**config.mk**
```make
export PLATFORM = sky130hd
export DESIGN_NAME = hsf_spiral
export DESIGN_NICKNAME = d
export VERILOG_FILES = /design/src/hdl/hsf_pkg.sv /design/src/hdl/hsf_spiral.sv
export SDC_FILE = /design/constraint.sdc
export NUM_CORES = 1
export LEC_CHECK = 0
export BUFFER_PORTS_ARGS = -buffer_cell sky130_fd_sc_hd__buf_2
export CAP_MARGIN = 20
export CORE_MARGIN = 5
export CORE_UTILIZATION = 60
export CTS_CLUSTER_SIZE = 14
export DETAILED_ROUTE_END_ITERATION = 6
export PLACE_DENSITY = 0.84
export SYNTH_ARGS = -nofsm -noshare
export SYNTH_HDL_FRONTEND = slang
export SYNTH_SLANG_ARGS = --single-unit
```
**constraint.sdc**
```tcl
create_clock -name clk -period 7.4 [get_ports clk]
set_input_delay 0.37 -clock clk [delete_from_list [all_inputs] [get_ports clk]]
set_output_delay 0.37 -clock clk [all_outputs]
set_load 0.01 [all_outputs]
```
**src/hdl/hsf_pkg.sv**
```systemverilog
// ----------------------------------------------------------------------------
// hsf_pkg
// Shared types, register indexes and helpers of the spiral hole fill block.
// ----------------------------------------------------------------------------
package hsf_pkg;

  // configuration port
  localparam int CFG_IDX_W  = 2;
  localparam int CFG_DATA_W = 9;

  localparam logic [CFG_IDX_W-1:0] REG_IMAGE_WIDTH   = 2'd0;
  localparam logic [CFG_IDX_W-1:0] REG_IMAGE_HEIGHT  = 2'd1;
  localparam logic [CFG_IDX_W-1:0] REG_SEARCH_RADIUS = 2'd2;

  localparam logic [8:0] IMAGE_WIDTH_RST   = 9'd256;
  localparam logic [8:0] IMAGE_HEIGHT_RST  = 9'd256;
  localparam logic [4:0] SEARCH_RADIUS_RST = 5'd5;

  // default geometry
  localparam int MAX_WIDTH_DEF  = 256;
  localparam int MAX_HEIGHT_DEF = 256;
  localparam int MAX_RADIUS_DEF = 16;

  // the radius register is 5 bits, so the walk never exceeds 31
  localparam int RADIUS_W = 5;
  localparam int OFS_W    = 7;   // signed spiral offset, covers +/-63
  localparam int CNT_W    = 12;  // spiral position count, up to 63*63

  // coordinates follow the 9-bit size registers
  typedef logic [8:0] coord_t;

  // one stored pixel
  typedef struct packed {
    logic               mask;
    logic               bg_nan;
    logic signed [15:0] bg;
    logic               disp_nan;
    logic signed [15:0] disp;
  } pixel_t;

  // control into the spiral walker
  typedef struct packed {
    logic start;
    logic stop;
  } spiral_cmd_t;

  // one neighbor position out of the spiral walker
  typedef struct packed {
    logic   vld;
    logic   first;
    logic   last;
    coord_t xx;
    coord_t yy;
  } spiral_tap_t;

  // strictly positive and not NaN
  function automatic logic is_positive(input logic nan, input logic signed [15:0] val);
    is_positive = !nan && (val > 16'sd0);
  endfunction

endpackage

```
**src/hdl/hsf_spiral.sv**
```systemverilog
// ----------------------------------------------------------------------------
// hsf_spiral
// Clockwise outward square spiral walker, one clamped neighbor per cycle.
// ----------------------------------------------------------------------------
module hsf_spiral import hsf_pkg::*; (
  input  logic                clk,
  input  logic                rst,
  input  spiral_cmd_t         cmd,
  input  coord_t              col,
  input  coord_t              row,
  input  coord_t              w_last,
  input  coord_t              h_last,
  input  logic [RADIUS_W-1:0] radius,
  output spiral_tap_t         tap
);

  logic                    active;
  logic signed [OFS_W-1:0] x;
  logic signed [OFS_W-1:0] y;
  logic signed [1:0]       dx;
  logic signed [1:0]       dy;
  logic [CNT_W-1:0]        idx;
  logic [CNT_W-1:0]        idx_last;
  coord_t                  ccol;
  coord_t                  crow;
  coord_t                  cw_last;
  coord_t                  ch_last;

  logic                    tap_vld;
  logic                    tap_first;
  logic                    tap_last;
  coord_t                  tap_xx;
  coord_t                  tap_yy;

  logic [CNT_W-1:0]        side;
  logic                    turn;
  logic signed [1:0]       dx_next;
  logic signed [1:0]       dy_next;
  logic signed [10:0]      sx;
  logic signed [10:0]      sy;
  coord_t                  xx_next;
  coord_t                  yy_next;

  // side of the square, wide enough for its square
  assign side = CNT_W'({radius, 1'b1});

  assign tap = '{vld: tap_vld, first: tap_first, last: tap_last, xx: tap_xx, yy: tap_yy};

  // turn rule and new heading
  always_comb begin
    turn = (x == y) || ((x < 0) && (x == -y)) || ((x > 0) && (x == (7'sd1 - y)));
    dx_next = turn ? -dy : dx;
    dy_next = turn ? dx : dy;
  end

  // neighbor coordinates clamped to the image
  always_comb begin
    sx = $signed({2'b00, ccol}) + 11'(x);
    sy = $signed({2'b00, crow}) + 11'(y);
    if (sx < 0) begin
      xx_next = '0;
    end else if (sx > $signed({2'b00, cw_last})) begin
      xx_next = cw_last;
    end else begin
      xx_next = sx[8:0];
    end
    if (sy < 0) begin
      yy_next = '0;
    end else if (sy > $signed({2'b00, ch_last})) begin
      yy_next = ch_last;
    end else begin
      yy_next = sy[8:0];
    end
  end

  // walker control
  always_ff @(posedge clk) begin
    if (rst) begin
      active  <= 1'b0;
      tap_vld <= 1'b0;
    end else if (cmd.stop) begin
      active  <= 1'b0;
      tap_vld <= 1'b0;
    end else if (cmd.start) begin
      active  <= 1'b1;
      tap_vld <= 1'b0;
    end else begin
      tap_vld <= active;
      if (active && (idx == idx_last)) begin
        active <= 1'b0;
      end
    end
  end

  // walker position and output tap
  always_ff @(posedge clk) begin
    if (cmd.start) begin
      x        <= '0;
      y        <= '0;
      dx       <= 2'sd0;
      dy       <= -2'sd1;
      idx      <= '0;
      idx_last <= side * side - 1'b1;
      ccol     <= col;
      crow     <= row;
      cw_last  <= w_last;
      ch_last  <= h_last;
    end else if (active) begin
      dx  <= dx_next;
      dy  <= dy_next;
      x   <= x + OFS_W'(dx_next);
      y   <= y + OFS_W'(dy_next);
      idx <= idx + 1'b1;
    end
    tap_first <= (idx == '0);
    tap_last  <= (idx == idx_last);
    tap_xx    <= xx_next;
    tap_yy    <= yy_next;
  end

endmodule

```
=== Yosys cells after proc, flatten, opt, wreduce, memory -nomap -nowiden ===
Cells that the tools add are included.

* Bits in latches: 0
* Bits in registers: 100
* Memories: 0
* Input port bits: 45
* Bits in read-only memories: 0
* Bits in writable memories: 0
* Output and inout bits: 21

* $lt $le $gt $ge: 6
* Shifts and indexed selects: 0
* Reduce and logical (&&, ||, !) cells: 9
* Multipliers: 1
* Equality and inequality tests: 4
* Bitwise gates (word level): 0
* $add $sub $neg: 9
* Muxes and demuxes: 6
* Divide/modulo/power cells: 0

{| class="wikitable"
|+ Operators with widths
! operator !! count
|-
| 10-bit by 7-bit adder with 11-bit output || 2
|-
| 11-bit by 10-bit > comparator with 1-bit output || 2
|-
| 11-bit by 1-bit < comparator with 1-bit output, second input constant || 2
|-
| 7-bit == test || 3
|-
| 9-bit two-way mux || 2
|-
| 7-bit by 2-bit adder with 7-bit output || 2
|-
| 12-bit by 1-bit adder with 12-bit output, second input constant || 1
|-
| 12-bit == test || 1
|-
| 12-bit zero test || 1
|-
| 6-bit by 6-bit multiplier with 12-bit output || 1
|-
| 12-bit by 1-bit subtractor with 12-bit output, second input constant || 1
|-
| 7-bit by 1-bit > comparator with 1-bit output, second input constant || 1
|-
| 7-bit by 1-bit < comparator with 1-bit output, second input constant || 1
|-
| 7-bit negator || 1
|-
| 2-bit by 7-bit subtractor with 7-bit output, first input constant || 1
|-
| 2-bit two-way mux || 2
|-
| 1-bit logical AND || 3
|-
| 3-bit OR reduction || 1
|-
| 1-bit logical OR || 2
|-
| 1-bit two-way mux || 2
|-
| 2-bit negator || 1
|-
| 2-bit nonzero test || 1
|-
| 2-bit OR reduction || 1
|}

=== Longest topological paths before layout ===
Gate-level depths: netlist of run 1.

* Depth after elaboration: 7
* Depth in mapped cells: 18

=== Worst setup path before layout of run 1 ===
No wires, ideal clock.

* Path kind: reg-to-reg
* Start point: reg y[1]
* End point: reg y[6]
* Period minus slack after synthesis: 4.126 ns
* Stages on the path, launching flop included: 16
* Data arrival time: 3.998 ns
* Setup slack: 3.274 ns
* Data required time: 7.272 ns
* Library setup time: 0.128 ns
* Cell sequence: dfxtp_1 -> inv_1 -> ha_1 -> nand2b_1 -> or4_4 -> a2111oi_4 -> nor3_4 -> o21ai_0 -> ha_1 -> a21o_1 -> a21oi_1 -> o21bai_1 -> a21oi_1 -> mux4_2 -> xor2_1 -> nor2_1

* Cells in the longest elaborated chain, start to end: 7

{| class="wikitable"
|+ RTL lines
! what !! RTL line !! text
|-
| start: declaration || hsf_spiral.sv:19 || <nowiki>logic signed [OFS_W-1:0] y;</nowiki>
|-
| start signal: assignment || hsf_spiral.sv:112 || <nowiki>y <= y + OFS_W'(dy_next);</nowiki>
|-
| 7-bit negator || hsf_spiral.sv:51 || <nowiki>turn = (x == y) || ((x < 0) && (x == -y)) || ((x > 0) && (x == (7'sd1 - y)));</nowiki>
|-
| 7-bit == test || hsf_spiral.sv:51 ||
|-
| 1-bit logical AND || hsf_spiral.sv:51 ||
|-
| 1-bit logical OR || hsf_spiral.sv:51 ||
|-
| 1-bit logical OR * || hsf_spiral.sv:51 ||
|-
| 2-bit two-way mux * || hsf_spiral.sv:53 || <nowiki>dy_next = turn ? dx : dy;</nowiki>
|-
| via dy_next[1] || hsf_spiral.sv:38 || <nowiki>logic signed [1:0] dy_next;</nowiki>
|-
| 7-bit by 2-bit adder with 7-bit output * || hsf_spiral.sv:112 ||
|}

The timed path passes the listed nets; every way through them passes the cells marked *.
A chain may end at the register's enable or synchronous reset.

=== Worst setup path in the final report of run 1 ===
Same ends and word-level chain as after synthesis.

==> results.md, run 1 <==
* Worst-case vdd ir drop at 0.000254 V
* Number of buffers inserted during clock tree synthesis at 9
* Status: completed
* Slowest cell delay on critical path at 0.77 ns
* Placeable core region at between 0.01 and 0.015 mm²
* Hold-fix buffers, CTS at 0
* Mapped cell area at 0.00648 mm²
* Start of the worst register-to-register path: y[1]
* Fraction of synthesized cell area taken by the top area cell type at a little over a fifth
* Pin count of the biggest net entering global routing at 79
* Number of search-and-repair iterations in the first detailed-routing pass at 5
* Top fanout value on the critical path at 10
* CP Launch Type: flop
* Unique masters post-synth at between 50 and 60
* Final count of pins violating max slew at 0
* CTS H-tree depth at 3
* Synth warn at 0
* Vias after detailed routing at 4724
* WL per Instance at 14.7 µm
* Commonest non-fill, non-tap cells in the layout: 78 x sky130_fd_sc_hd__ha_1, 68 x sky130_fd_sc_hd__inv_1, 65 x sky130_fd_sc_hd__buf_2
* Vias in the first global route at 4849
* FMAX at 210 MHz
* RR Endpoint: y[6]
* Number of cells on the worst reg-to-reg path at 16
* Unrepaired setup endpoints after global routing: false
* Met2 Use GR at 35.7%
* P&R area growth vs syn at 10.2%
* Final count of negative-setup-slack endpoints at 0
* Register-to-register path setup slack at 2.65 ns
* HP Start: h_last[6]
* Clk Tree Root Cell: sky130_fd_sc_hd__clkbuf_8
* Wire length of the first global-routing pass at 21400 µm
* Max-cap check violation count at 0
* Clock tree from TritonCTS: yes
* Nets at 837
* Gate count after technology mapping at 636
* Clock Skews at 0.0148 ns
* Syn_area_per_cell at 10.2 µm²
* Die area at 0.0130 mm²
* Main area contributors after synthesis: sky130_fd_sc_hd__edfxtp_1 21%, sky130_fd_sc_hd__dfxtp_1 16%, sky130_fd_sc_hd__ha_1 15%, sky130_fd_sc_hd__xnor2_1 6.6%, sky130_fd_sc_hd__fa_1 4.6%
* Number of I/O pins at 66
* Final period util at 64.2%
* Path class of the lowest-slack min-delay path: input port to flop
* Met1 capacity usage during global routing at 24.4%
* EDFF count, synth at between 40 and 50
* Diodes inserted at 0
* M3 GR Usage at under 10%
* Antenna violations before repair at 0
* Share of the yosys chip area belonging to registers at 37.4%
* FF+latch count, synth at 98
* CP arrival at 4.99 ns
* Cell-by-cell trace of the critical path: inv_1 > ha_1 > nand2b_1 > nor4_1 > xnor2_1 > a2111oi_4 > nor3_4 > o21ai_0 > ha_1 > a21o_1 > a21oi_1 > o21bai_1 > a21oi_1 > mux4_2 > xor2_1 > nor2_1
* Total wirelength of the detailed-routed design at 12400 µm
* Clock sinks at 98
* Capturing element type of the critical path: flop
* Cell depth of the worst min-delay path at 1
* Clock latency on the worst-skew pair at 0.38 ns
* Number of hold violations in the final report at 0
* Share of flip-flops with an asynchronous set or reset after synthesis at 0%
* Leading cell type in the layout, fill and taps excluded: sky130_fd_sc_hd__ha_1
* Static Leakage at 3.31 nW
* First DRT Iteration DRCs at 259
* Placed Cells at roughly 830
* Antenna-violating nets left at 0
* Hold path endpoint: ch_last[6]
* Slew at the pin with the worst max-slew slack at 0.948 ns
* Final non-filler cell total at 844
* Critical-path cell with the highest stage delay: sky130_fd_sc_hd__o21ai_0
* Die boundary height at 114 µm
* Buf+Inv Stages, Crit Path at 1
* Class of the most critical setup path: flop to flop
* Nets in the synthesized netlist at 774
* Post-CTS setup buffer count at 0
* CP delay by family, top: compound AO/OA/AOI/OAI gates
* Starting density of the core at 60.6%
* Minimum clock period at 4.75 ns
* Overall global routing resource usage at between 20 and 25%
* Quantity of I/O buffers inserted on ports at 65
* Data required time of the critical path at approximately 7.6 ns
* Deepest clock path buffer count at 2
* Clock transition at the registers of the reported paths at 0.10 ns
* Cell type with the largest total area after synthesis: sky130_fd_sc_hd__edfxtp_1
* Power density cells at 443 mW/mm²
* Most used flip-flop cell after synthesis: sky130_fd_sc_hd__dfxtp_1
* Horizontal die dimension at approximately 110 µm
* Global placer's final weighted congestion at 0.935
* Worst max-slew margin expressed relative to the limit at about 36%
* DR DRC count at 0
* Most utilized layer in the global route result: met2
* Row Count at 38
* Vias per cell at around 5.6
* Setup TNS at 0 ns
* Aggregate global routing overflow at 0
* Count of instances resized after the clock tree is built at 0
* Half-perimeter wire length after placement at 9470 µm
* Share of cells above drive strength 1 at 13.2%
## registers in the layout, indices dropped and copies added (netlist names)
| register | flops |
|---|---|
| idx_last | 10 |
| ccol | 9 |
| ch_last | 9 |
| cw_last | 9 |
| tap_yy | 9 |
| tap_last | 1 |
| active | 1 |
| tap_vld | 1 |
| y | 7 |
| x | 7 |
| idx | 12 |
| crow | 9 |
| tap_xx | 9 |
| dx | 2 |
| tap_first | 1 |
| dy | 2 |
## per-stage QoR
stage / util [%] / power [mW] / area, µm² / hold slack (ns) / worst slack, ns
CTS: 66.5 / 3.17 / 7120 / 0.144 / 2.67
global placement: 64.7 / 2.69 / 6920 / 0.499 / 2.98
floorplan: - / 2.38 / 6480 / 0.446 / 3.27
finish: 66.8 / 3.17 / 7140 / 0.158 / 2.65
global route: 66.8 / 3.47 / 7140 / 0.140 / 2.29
detailed placement: 64.7 / 2.81 / 6920 / 0.507 / 2.70
## metal layers
layer / part of all wire (%) / wire (µm) / up-vias
met5: 0 / 0 / -
met2: 52 / 6430 / 123
met1: 42 / 5160 / 2230
met4: 1.8 / 226 / 0
met3: 4.9 / 611 / 23
li1: - / - / 2348
## layout make-up
class | count | area, µm²
clock inverters | 7 | 76.3
well taps | 140 | 175
fillers | 797 | 3550
clock buffers | 9 | 124
repair buffers | 68 | 368
flip-flops and latches | 98 | 2420
inverters | 68 | 255
multi-input cells | 454 | 3720
## worst max-delay path by stage
stage,start,end,depth (start not counted)
floorplan,y[1],y[6],15
global placement,y[1],y[6],16
detailed placement,y[1],y[6],16
CTS,y[1],y[6],16
global route,y[1],y[6],16
finish,y[1],y[6],16
## power breakdown
| group | total [mW] | switching (mW) | leakage [nW] | internal, mW |
|---|---|---|---|---|
| clock | 0.351 | 0.192 | 0.0962 | 0.158 |
| sequential | 0.836 | 0.116 | 0.878 | 0.720 |
| combinational | 1.98 | 1.07 | 2.34 | 0.911 |
| total | 3.17 | 1.38 | 3.31 | 1.79 |
## Yosys cell counts, types with 6 or more instances
| library cell | number |
|---|---|
| sky130_fd_sc_hd__ha_1 | 78 |
| sky130_fd_sc_hd__xnor2_1 | 49 |
| sky130_fd_sc_hd__nand2_1 | 22 |
| sky130_fd_sc_hd__a21boi_0 | 10 |
| sky130_fd_sc_hd__nor4_1 | 6 |
| sky130_fd_sc_hd__fa_1 | 15 |
| sky130_fd_sc_hd__mux2i_1 | 23 |
| sky130_fd_sc_hd__o21bai_1 | 10 |
| sky130_fd_sc_hd__inv_1 | 68 |
| sky130_fd_sc_hd__nand3_1 | 19 |
| sky130_fd_sc_hd__edfxtp_1 | 46 |
| sky130_fd_sc_hd__nor2b_1 | 6 |
| sky130_fd_sc_hd__dfxtp_1 | 52 |
| sky130_fd_sc_hd__a21o_1 | 15 |
| sky130_fd_sc_hd__o21a_1 | 9 |
| sky130_fd_sc_hd__nand4_1 | 6 |
| sky130_fd_sc_hd__xor2_1 | 23 |
| sky130_fd_sc_hd__nor2_1 | 53 |
| sky130_fd_sc_hd__a21oi_1 | 28 |
| sky130_fd_sc_hd__o21ai_0 | 22 |
| sky130_fd_sc_hd__clkbuf_1 | 7 |
## cells by family (layout without fill, tap and decap cells)
logic type / after synthesis / in the layout / synth area share (%)
adder cells (fa/ha/maj): 94 / 94 / 19.8
XOR/XNOR: 72 / 72 / 9.73
AO/OA/AOI/OAI: 119 / 119 / 12.3
AND/OR/NAND/NOR: 142 / 142 / 11.0
buffers and inverters: 84 / 152 / 5.21
flip-flops: 98 / 98 / 37.4
multiplexers: 27 / 27 / 4.59
(Power assumes the default switching activity.)
==> inputs of run 2 (changes only) <==
--- a/config.mk
+++ b/config.mk
@@ -5,6 +5,7 @@
 export SDC_FILE = /design/constraint.sdc
 export NUM_CORES = 1
 export LEC_CHECK = 0
+export ABC_AREA = 1
 export BUFFER_PORTS_ARGS = -buffer_cell sky130_fd_sc_hd__buf_2
 export CAP_MARGIN = 20
 export CORE_MARGIN = 5
==> constraint.sdc (replaced) <==
create_clock -name clk -period 4.43 [get_ports clk]
set_input_delay 0.2215 -clock clk [delete_from_list [all_inputs] [get_ports clk]]
set_output_delay 0.2215 -clock clk [all_outputs]
set_load 0.01 [all_outputs]
==> run 2 against run 1 <==
Effect of this change: critical path type unchanged; wire length grew 9.7%; sequential cell count is the same; highest routed layer unchanged; via count grew 15%; largest power group is now registers; power shrank 3.7%.
==> results.md, run 2 <==
* Starting density of the core at 61.4%
* Placed cell areas at 0.00714 mm²
* Gate count after technology mapping at slightly above 800
* Clock tree from TritonCTS: yes
* Mapped cell area at 0.00669 mm²
* Fin util at 70.8%
* Global placer's final weighted congestion at 0.893
* Clock Skews at 0.0146 ns
* Final non-filler cell total at ~1100
* Worst-case vdd ir drop at 0.000288 V
* Overall global routing resource usage at 21.8%
* Number of buffers inserted during clock tree synthesis at 9
* Max-cap check violation count at 0
* Placed Cells at 1002
* Minimum clock period at around 3.7 ns
* Path class of the lowest-slack min-delay path: input port to flop
* Post-route cell area at 0.00771 mm²
* FF+latch count, synth at 98
* Share of cells above drive strength 1 at 11.6%
* Cell-by-cell trace of the critical path: inv_1 > ha_1 > inv_1 > nand2_1 > nand3_1 > nor2_1 > nand2_1 > nor2_1 > nand2_2 > nand3_4 > nand2_1 > nand2_1 > ha_1 > a21oi_1 > inv_1 > a31oi_1 > nor2_1 > o21ai_0 > nand2_1 > xor2_1 > o21ai_0 > inv_1
* Vias per cell at between 5 and 6
* Synthesized-area fraction occupied by and/or/nand/nor cells at 20.0%
* Final count of pins violating max slew at 0
* Multiplexer area fraction after synthesis at 0%
* CTS H-tree depth at 3
* Die area at 0.0134 mm²
* Class of the most critical setup path: flop to flop
* Clock transition at the registers of the reported paths at about 0.11 ns
* Synth warn at 0
* Critical-path cell with the highest stage delay: sky130_fd_sc_hd__dfxtp_1
* Status: completed
* Slew at the pin with the worst max-slew slack at 0.827 ns
* DR DRC count at 0
* Synth Area in Compound Gates at 10.5%
* Quantity of I/O buffers inserted on ports at 65
* Largest register FFs at 12
* Wire length of the first global-routing pass at 23600 µm
* Share of flip-flops with an asynchronous set or reset after synthesis at 0%
* Syn_area_per_cell at between 8 and 9 µm²
* Capturing element type of the critical path: flop
* Cell with the most instances after synthesis: sky130_fd_sc_hd__nand2_1
* Fraction of synthesized cell area taken by the top area cell type at 20.7%
* Static Leakage at 3.90 nW
* Row Count at 38
* Commonest cells in the netlist: 166 x sky130_fd_sc_hd__nand2_1, 126 x sky130_fd_sc_hd__inv_1, 78 x sky130_fd_sc_hd__ha_1, 78 x sky130_fd_sc_hd__nor2_1, 59 x sky130_fd_sc_hd__a21oi_1
* First DRT Iteration DRCs at just under 400
* Placeable core region at 0.0109 mm²
* Clock latency on the worst-skew pair at 0.40 ns
* Slowest cell delay on critical path at 0.55 ns
* Unique masters post-synth at 46
* Clock sinks at 98
* Register containing the most flip-flops in the final layout: idx
* Horizontal die dimension at between 100 and 150 µm
* Half-perimeter wire length after placement at 10100 µm
* CP arrival at 4.04 ns
* Most used flip-flop cell after synthesis: sky130_fd_sc_hd__dfxtp_1
* P&R area growth vs syn at 15.3%
* Largest registers ranked by flip-flop count: idx: 12 flops, idx_last: 10 flops
* Nets in the synthesized netlist at around 950
* Worst Setup Slack post-DPL at 0.539 ns
* Unrepaired setup endpoints after global routing: false
* Antenna violations before repair at 0
* FMAX at 267 MHz
* Nets at 1046
* Aggregate global routing overflow at 0
* Commonest non-fill, non-tap cells in the layout: 166 x sky130_fd_sc_hd__nand2_1, 126 x sky130_fd_sc_hd__inv_1, 78 x sky130_fd_sc_hd__nor2_1, 78 x sky130_fd_sc_hd__ha_1, 65 x sky130_fd_sc_hd__buf_2
* Leading cell type in the layout, fill and taps excluded: sky130_fd_sc_hd__nand2_1
* Diodes inserted at 0
* Share of the yosys chip area belonging to registers at 36.2%
* Final period util at 84.5%
* Vias after detailed routing at 5454
* CP Launch Type: flop
* Deepest clock path buffer count at 2
* EDFF count, synth at 46
* Power density cells at 396 mW/mm²
* Data required time of the critical path at ~4.7 ns
* Final count of negative-setup-slack endpoints at 0
* Cell type with the largest total area after synthesis: sky130_fd_sc_hd__edfxtp_1
* Number of hold violations in the final report at 0
* Total wirelength of the detailed-routed design at about 14000 µm
* Pin count of the biggest net entering global routing at 35
* WL per Instance at 12.9 µm
* Slack of the critical path at about 0.69 ns
* Overall Power at a little over 3 mW
* Main area contributors after synthesis: sky130_fd_sc_hd__edfxtp_1 21%, sky130_fd_sc_hd__dfxtp_1 16%, sky130_fd_sc_hd__ha_1 15%, sky130_fd_sc_hd__nand2_1 9.3%, sky130_fd_sc_hd__inv_1 7.1%
* Most common cell on crit path: sky130_fd_sc_hd__nand2_1
* Setup TNS at 0 ns
* Vias in the first global route at 5370
* Number of I/O pins at 66
* Antenna-violating nets left at 0
* Die boundary height at 116 µm
* Combinational family with the most area after synthesis: simple AND/OR/NAND/NOR gates
* Number of search-and-repair iterations in the first detailed-routing pass at 5
* Synthesized-area fraction occupied by adder cells at 19.1%
* Worst hold slack after final layout at 0.0218 ns
* Xor/xnor share of the synthesized area at 6.05%
* Clk Tree Root Cell: sky130_fd_sc_hd__clkbuf_8
* Top fanout value on the critical path at 8
* Worst max-slew margin expressed relative to the limit at 44.8%
-- run 2: worst max-delay path: cells and delay by family, from the launching register on --
| kind | cells | cell delay (ns) |
|---|---|---|
| and+or+nand+nor | 11 | 1.17 |
| AOI/OAI and AO/OA | 4 | 0.72 |
| adders and majority gates | 2 | 0.69 |
| DFF | 1 | 0.55 |
| buffers and inverters | 4 | 0.36 |
| xor gates and xnor gates | 1 | 0.16 |
-- run 2: cell type report --
| type | count | area (µm²) |
|---|---|---|
| clock inverters | 5 | 46.3 |
| multi-input cells | 569 | 3720 |
| inverters | 129 | 487 |
| flip-flops and latches | 98 | 2420 |
| clock buffers | 11 | 174 |
| repair buffers | 101 | 683 |
| well taps | 140 | 175 |
| fillers | 846 | 3180 |
-- run 2: final timing paths --
| path | from | end | slack (ns) | cells after the start |
|---|---|---|---|---|
| worst max register to register | y[1] | y[5] | 0.69 | 22 |
| worst min-delay path | row[8] | crow[8] | 0.02 | 1 |
| worst min register to register | idx[0] | idx[0] | 0.51 | 2 |
| worst max-delay path | y[1] | y[5] | 0.69 | 22 |
-- run 2: cells by family after synthesis --
| kind of cell | after synthesis |
|---|---|
| AND/OR/NAND/NOR | 314 |
| buffers and inverters | 140 |
| AO/OA/AOI/OAI | 121 |
| flip-flops | 98 |
| adder cells (fa/ha/maj) | 93 |
| XOR/XNOR | 41 |
-- run 2: what timing repair did --
action / CTS / global route
setup buffers: 0 / 0
hold endpoints to repair: 34 / 1
hold buffers: 34 / 1
resized for setup: 0 / 0
-- run 2: metal layers --
metal / GRT usage, % / routed length [µm] / up-vias / share of wire, %
li1: - / - / 2836 / -
met1: 27.6 / 5970 / 2491 / 44
met2: 38.2 / 6810 / 106 / 50
met3: 4.23 / 637 / 21 / 4.7
met4: 6.26 / 223 / 0 / 1.6
met5: 0 / 0 / - / 0
-- run 2: report_power, final --
group	internal [mW]	leakage, nW	switching (mW)	total [mW]
clock network	0.284	0.113	0.348	0.632
logic	0.502	2.90	0.705	1.21
registers	1.13	0.879	0.0768	1.21
total	1.92	3.90	1.13	3.05
